**config.mk**
```make
export PLATFORM = sky130hd
export DESIGN_NAME = vgn_div
export DESIGN_NICKNAME = d
export VERILOG_FILES = /design/src/rtl/vgn_pkg.sv /design/src/rtl/vgn_div.sv
export SDC_FILE = /design/constraint.sdc
export NUM_CORES = 1
export LEC_CHECK = 0
export BUFFER_PORTS_ARGS = -buffer_cell sky130_fd_sc_hd__buf_2
export CORE_UTILIZATION = 50
export CTS_BUF_LIST = sky130_fd_sc_hd__clkbuf_4 sky130_fd_sc_hd__clkbuf_8
export DETAILED_ROUTE_END_ITERATION = 10
export PLACE_DENSITY = 0.7
export SYNTH_ARGS = -nofsm -noshare
export SYNTH_HDL_FRONTEND = slang
export SYNTH_SLANG_ARGS = --single-unit
```
**constraint.sdc**
```tcl
create_clock -name clk -period 3.3 [get_ports clk]
set_clock_uncertainty 0.15 [all_clocks]
set_input_delay 0.165 -clock clk [delete_from_list [all_inputs] [get_ports clk]]
set_output_delay 0.165 -clock clk [all_outputs]
set_load 0.005 [all_outputs]
```
**src/rtl/vgn_pkg.sv**
```systemverilog
// ----------------------------------------------------------------------------
// Voxel gradient normal package
// Shared widths, codes, state encoding and the divider interface types.
// ----------------------------------------------------------------------------
package vgn_pkg;

  localparam int GW    = 6;
  localparam int SW    = 16;
  localparam int VW    = SW + 1;
  localparam int SIZEW = 7;
  localparam int SPW   = 16;
  localparam int LIMW  = 11;
  localparam int MAGW  = 41;
  localparam int DVW   = 45;
  localparam int DSW   = 32;
  localparam int SQW   = 64;

  localparam logic OP_WRITE = 1'b0;
  localparam logic OP_QUERY = 1'b1;

  localparam logic [SW-1:0] ONE_Q14 = 16'd16384;

  typedef enum logic [2:0] {
    REG_SIZE_X    = 3'd0,
    REG_SIZE_Y    = 3'd1,
    REG_SIZE_Z    = 3'd2,
    REG_SPACING_X = 3'd3,
    REG_SPACING_Y = 3'd4,
    REG_SPACING_Z = 3'd5
  } vgn_reg_t;

  typedef enum logic [3:0] {
    ST_IDLE,
    ST_READ,
    ST_RDLAST,
    ST_GRAD,
    ST_GDIV,
    ST_MAX,
    ST_NORM,
    ST_SQ,
    ST_SQRT,
    ST_NDIV_GO,
    ST_NDIV,
    ST_RESULT
  } vgn_state_t;

  typedef struct packed {
    logic           start;
    logic [DVW-1:0] dividend;
    logic [DSW-1:0] divisor;
  } div_req_t;

  typedef struct packed {
    logic busy;
    logic done;
  } div_stat_t;

endpackage

```
**src/rtl/vgn_div.sv**
```systemverilog
// ----------------------------------------------------------------------------
// Voxel gradient normal divider
// Restoring unsigned divider that produces one quotient bit per cycle.
// ----------------------------------------------------------------------------
module vgn_div (
  input  logic                      clk,
  input  logic                      rst_n,
  input  vgn_pkg::div_req_t         req,
  output vgn_pkg::div_stat_t        stat,
  output logic [vgn_pkg::DVW-1:0]   quot
);
  import vgn_pkg::*;

  localparam int CW = $clog2(DVW + 1);

  logic [CW-1:0]  cnt_r;
  logic           done_r;
  logic [DSW-1:0] rem_r;
  logic [DSW-1:0] dsr_r;
  logic [DVW-1:0] q_r;
  logic [DSW:0]   trial;
  logic           ge;

  assign trial = {rem_r, q_r[DVW-1]};
  assign ge    = trial >= {1'b0, dsr_r};

  always_ff @(posedge clk) begin
    if (!rst_n) begin
      cnt_r  <= '0;
      done_r <= 1'b0;
    end else begin
      done_r <= !req.start && (cnt_r == CW'(1));
      if (req.start) begin
        cnt_r <= CW'(DVW);
      end else if (cnt_r != '0) begin
        cnt_r <= cnt_r - CW'(1);
      end
    end
  end

  always_ff @(posedge clk) begin
    if (req.start) begin
      rem_r <= '0;
      q_r   <= req.dividend;
      dsr_r <= req.divisor;
    end else if (cnt_r != '0) begin
      rem_r <= ge ? DSW'(trial - {1'b0, dsr_r}) : trial[DSW-1:0];
      q_r   <= {q_r[DVW-2:0], ge};
    end
  end

  assign stat.busy = cnt_r != '0;
  assign stat.done = done_r;
  assign quot      = q_r;

endmodule

```
==> Word level (Yosys, flattened, before mapping) <==
Cells that the tools add are included.
{ "totals": {"word_cells": 21, "input_bits": 80, "ram_bits": 0, "output_inout_bits": 47, "romBits": 0, "n_memories": 0, "ff_bits": 116, "latch_bits": 0} }
{ "op_classes": {"n_lt_le_gt_ge": 1, "n_addsub": 2, "n_bitwise": 1, "n_reduce_logical": 5, "n_eq_ne": 1, "shift": 0, "n_mux": 5, "n_div": 0, "n_mul": 0} }
{ "ops": {"columns": ["cell", "n"], "rows": [
  ["$mux 45", 2],
  ["$ge 33x32->1", 1],
  ["$mux 32", 1],
  ["$sub 32x32->32", 1],
  ["$mux 6", 2],
  ["$eq 6x1->1 const B", 1],
  ["$reduce_bool 6->1", 1],
  ["$sub 6x1->6 const B", 1],
  ["$reduce_bool 2->1", 1],
  ["$reduce_or 2->1", 1],
  ["$logic_and 1x1->1", 1],
  ["$logic_not 1->1", 1],
  ["$not 1->1", 1]
]} }

==> Logic depth before layout (Yosys ltp) <==
{ "logic_depth": {"depth_word": 3, "mapped_depth": 13} }

==> Worst setup path after synthesis <==
Ideal clock, no wire load.
{ "synth_path": {"path_type": "reg2reg", "from": "register cnt_r[0]", "to": "register q_r[0], in the netlist quot[0], enable pin", "path_slack_ns": 0.423, "n_path_buf": 2, "setup_ns": 0.401, "stages_incl_launch_ff": 9, "arrival_ns": 2.326, "required_ns": 2.749, "cell_sequence": "dfxtp_1 > inv_1 > ha_1 > and2_1 > clkbuf_1 > inv_1 > clkbuf_1 > nor2_1 > inv_1"} }
{ "synth_via": {"elab_chain_len": 2} }
{ "synth_rtl": {"columns": ["item", "line_no", "source"], "rows": [
  ["start: declaration", "vgn_div.sv:16", "logic [CW-1:0] cnt_r;"],
  ["start signal: assignment", "vgn_div.sv:34", "cnt_r <= CW'(DVW);"],
  ["start signal: assignment", "vgn_div.sv:36", "cnt_r <= cnt_r - CW'(1);"],
  ["$reduce_bool 6->1", "vgn_div.sv:46", "end else if (cnt_r != '0) begin"],
  ["$reduce_bool 2->1 (no source line)", null, null],
  ["end signal: assignment", "vgn_div.sv:44", "q_r <= req.dividend;"],
  ["end signal: assignment", "vgn_div.sv:48", "q_r <= {q_r[DVW-2:0], ge};"],
  ["end: declaration", "vgn_div.sv:20", "logic [DVW-1:0] q_r;"]
]} }
No other way between the ends.
A chain may end at the register's enable or synchronous reset.

==> Final worst setup path <==
{ "layout_path": {"from": "register dsr_r[18]", "to": "register rem_r[25]"} }
{ "layout_via": {"elab_chain_len": 2} }
{ "layout_rtl": {"columns": ["item", "line_no", "source"], "rows": [
  ["start: declaration", "vgn_div.sv:19", "logic [DSW-1:0] dsr_r;"],
  ["start signal: assignment", "vgn_div.sv:45", "dsr_r <= req.divisor;"],
  ["$sub 32x32->32 or $ge 33x32->1 (tied branches)", "vgn_div.sv:47, vgn_div.sv:25", null],
  ["$mux 32 (*)", "vgn_div.sv:47", "rem_r <= ge ? DSW'(trial - {1'b0, dsr_r}) : trial[DSW-1:0];"],
  ["end signal: assignment", "vgn_div.sv:47", null],
  ["end: declaration", "vgn_div.sv:18", "logic [DSW-1:0] rem_r;"]
]} }
Mark *: on every way between the ends. The rest lies on a longest branch, timed or not.

==> metrics.md <==
| Metric | Value |
|---|---|
| Drt initial violations | 347 |
| H-tree levels | 4 |
| Tot Pwr | 4450 uW |
| Routability cong. | 0.897 |
| Die ar. | ~14000 um^2 |
| Seq cells post-synth | 116 |
| Mapped cell area | 6580 um^2 |
| CP Capture Type | flop |
| Fmax | 327 MHz |
| ANT cells | 0 |
| Total CTS buffers | 17 |
| Total wire length | between 15000 and 20000 um |
| Period utilization | 92.8% |
| IO Port Bufs | 126 |
| Slew Limit Fails | 0 |
| Max Root-Sink Buffers | 2 |
| Pwr/cell area | 524 nW/um^2 |
| Register area share after synthesis | between 40% and 50% |
| Die Span X | 117 um |
| Number of global-route vias before repair | 5216 |
| Cells after synthesis | 607 |
| Top_reg_cell synth | edfxtp_1 |
| Detailed Routing Iterations Pass 1 | 5 |
| Ys Warns | 0 |
| Final setup vio count | 0 |
| Max Cap Viol | 0 |
| Layout Nets | slightly above 900 |
| Share of layout cells above drive strength 1 | between 20 and 30% |
| GRT overflow | 0 |
| Detailed-route via count | 5283 |
| Max FO, Critical Path | 25 |
| Gr usage total | between 20 and 25% |
| Post-Syn Nets | ~720 |
| Library cells used by synthesis | 62 |
| Worst vdd ir | 0.282 mV |
| Startpoint Class | flop |
| Reg clk slew, reported paths | 0.08 ns |
| DPL Wire Length | 10200 um |
| Placed Area | 7310 um^2 |
| Worst EP required | about 3.5 ns |
| Slew HR | around three fifths |
| Clock Sinks | 116 |
| Setup Fix Bufs, Post-CTS | 0 |
| Number of remaining DRC errors | 0 |
| Post-CTS Resized | 0 |
| Largest net degree at the start of global routing | 58 |
| Worst-Margin Slew | 0.624 ns |
| Via density | 5.34 |
| Setup CP Type | reg2reg |
| First-pass GRT wire length | 25400 um |
| Fill count | 1005 |
| Die H | around 120 um |
| Lkg Pwr | ~0.0036 uW |
| Run status | complete, no violations |
| Area Growth Syn to Fin | 29.2% |
| Setup TNS | 0 ns |
| Initial antenna violation count | 0 |
| Post-synth EDFFs | 77 |
| DR WL/cell | 15.6 um |
| Initial core utilization | 51.7% |
| Unrepaired setup endpoints after global routing | no |
| Hold slack | 0.0570 ns |
| Post-route cell area | around 8500 um^2 |
| Crit path arrival time | 3.26 ns |
| Total core area | ~13000 um^2 |
| Final min period | 3.06 ns |
| Worst Hold Class | in2reg |
| Ys async rst share | 0% |
| Root Driver | clkbuf_8 |
| TritonCTS clock tree | yes |
| Syn Area/Cell | between 10 and 15 um^2 |
| Site row count | 41 |
| Ports | around 130 |
| Clock latency on the worst-skew pair | 0.44 ns |
| Final hold vios | 0 |
| Routed Antenna Nets | 0 |
==> cell usage after synthesis (3+ instances only) <==
cell / n / area share [%]
dfxtp_1: 39 / 12
xnor2_1: 17 / 2.3
inv_1: 43 / 2.5
a21o_1: 14 / 1.6
or3_1: 4 / 0.38
a311oi_1: 3 / 0.40
nor3_1: 6 / 0.46
buf_2: 8 / 0.61
nand2b_1: 7 / 0.67
xor2_1: 13 / 1.7
ha_1: 35 / 6.7
and2_1: 3 / 0.29
a311oi_2: 7 / 1.6
buf_1: 4 / 0.23
edfxtp_1: 77 / 35
a211oi_1: 23 / 2.6
nor2_1: 48 / 2.7
a31o_2: 3 / 0.40
nand4_1: 12 / 1.1
o21a_1: 4 / 0.46
nor2b_1: 7 / 0.67
o21bai_1: 3 / 0.34
clkbuf_1: 14 / 0.80
nand2_1: 42 / 2.4
nand2_2: 7 / 0.67
a21oi_1: 34 / 2.6
o31ai_1: 4 / 0.46
nor4_1: 4 / 0.38
nand3_1: 10 / 0.76
o21ai_0: 15 / 1.1
mux2_2: 45 / 7.7
mux2i_1: 15 / 2.3
==> worst max-delay path, stage by stage (launching register included) <==
cell and delay, ns:
edfxtp_1 0.34, inv_1 0.04, ha_1 0.41, a21oi_1 0.15, o21ai_1 0.21, nor2b_1 0.16
nor3_1 0.07, o31ai_1 0.26, nor2_1 0.16, a21oi_4 0.33, buf_12 0.24, nand3_1 0.13
a311oi_2 0.28
==> kinds of logic after synthesis <==
| group | synth area share [%] |
|---|---|
| and+or+nand+nor | 11.1 |
| xor gates and xnor gates | 4.00 |
| buffers and inverters | 5.02 |
| adders and majority gates | 6.96 |
| DFF | 47.0 |
| AOI/OAI and AO/OA | 15.9 |
| muxes | 9.99 |
==> flip-flops by register name, summed over array words and instances (netlist names) <==
name,cells
done_r,1
cnt_r,6
dsr_r,32
rem_r,32
quot,45
==> cell type report <==
class                   instances  area, um^2  area share (%)
clock buffers                  18         241            2.84
repair buffers                210        1470            17.3
clock inverters                14         163            1.91
well taps                     172         215            2.53
inverters                      43         161            1.90
flip-flops and latches        116        3090            36.4
multi-input cells             417        3150            37.1
==> metal layers <==
layer / vias up / global-route usage [%] / part of all wire (%)
met3: 29 / 6.18 / 4.6
met4: 0 / 10.0 / 2.5
li1: 2617 / - / -
met1: 2495 / 30.1 / 44
met5: - / 0 / 0
met2: 142 / 41.5 / 49
==> worst paths after layout <==
| check | depth (start not counted) | slack, ns | endpoint | startpoint |
|---|---|---|---|---|
| max reg2reg | 12 | 0.24 | rem_r[25]$_SDFFE_PP0N_ | dsr_r[18]$_DFFE_PP_ |
| min | 1 | 0.06 | dsr_r[17]$_DFFE_PP_ | req[77] |
| min reg2reg | 2 | 0.35 | rem_r[3]$_SDFFE_PP0N_ | rem_r[2]$_SDFFE_PP0N_ |
| max | 12 | 0.24 | rem_r[25]$_SDFFE_PP0N_ | dsr_r[18]$_DFFE_PP_ |
==> metrics by stage <==
stage               utilization [%]  instances  setup slack [ns]
global placement               57.5        880             0.377
global route                   66.8        990          0.000618
CTS                            66.8        990             0.267
floorplan                         -        607             0.423
detailed placement             57.5        880             0.309
finish                         66.8        990             0.238
==> report_power, final <==
part	total [uW]	internal [uW]	switching, uW
Clock	1350	747	606
Sequential	1870	1760	112
Combinational	1230	571	656
==> repair_timing <==
| action | in CTS | in global routing |
|---|---|---|
| hold buffers | 78 | 0 |
| hold endpoints to repair | 84 | 0 |
| endpoints found under the setup margin | 0 | 4 |
==> layout by cell type (no fill, tap or decap), types with 10 or more instances in the layout <==
cell	n
buf_2	125
dlygate4sd3_1	78
edfxtp_1	77
nor2_1	48
mux2_2	45
inv_1	42
nand2_1	42
dfxtp_1	39
ha_1	35
a21oi_1	34
a211oi_1	23
xnor2_1	17
clkbuf_8	17
o21ai_0	15
mux2i_1	15
a21o_1	14
xor2_1	13
nand4_1	12
nand3_1	10
Note: power is estimated with default switching activity, not from simulation.
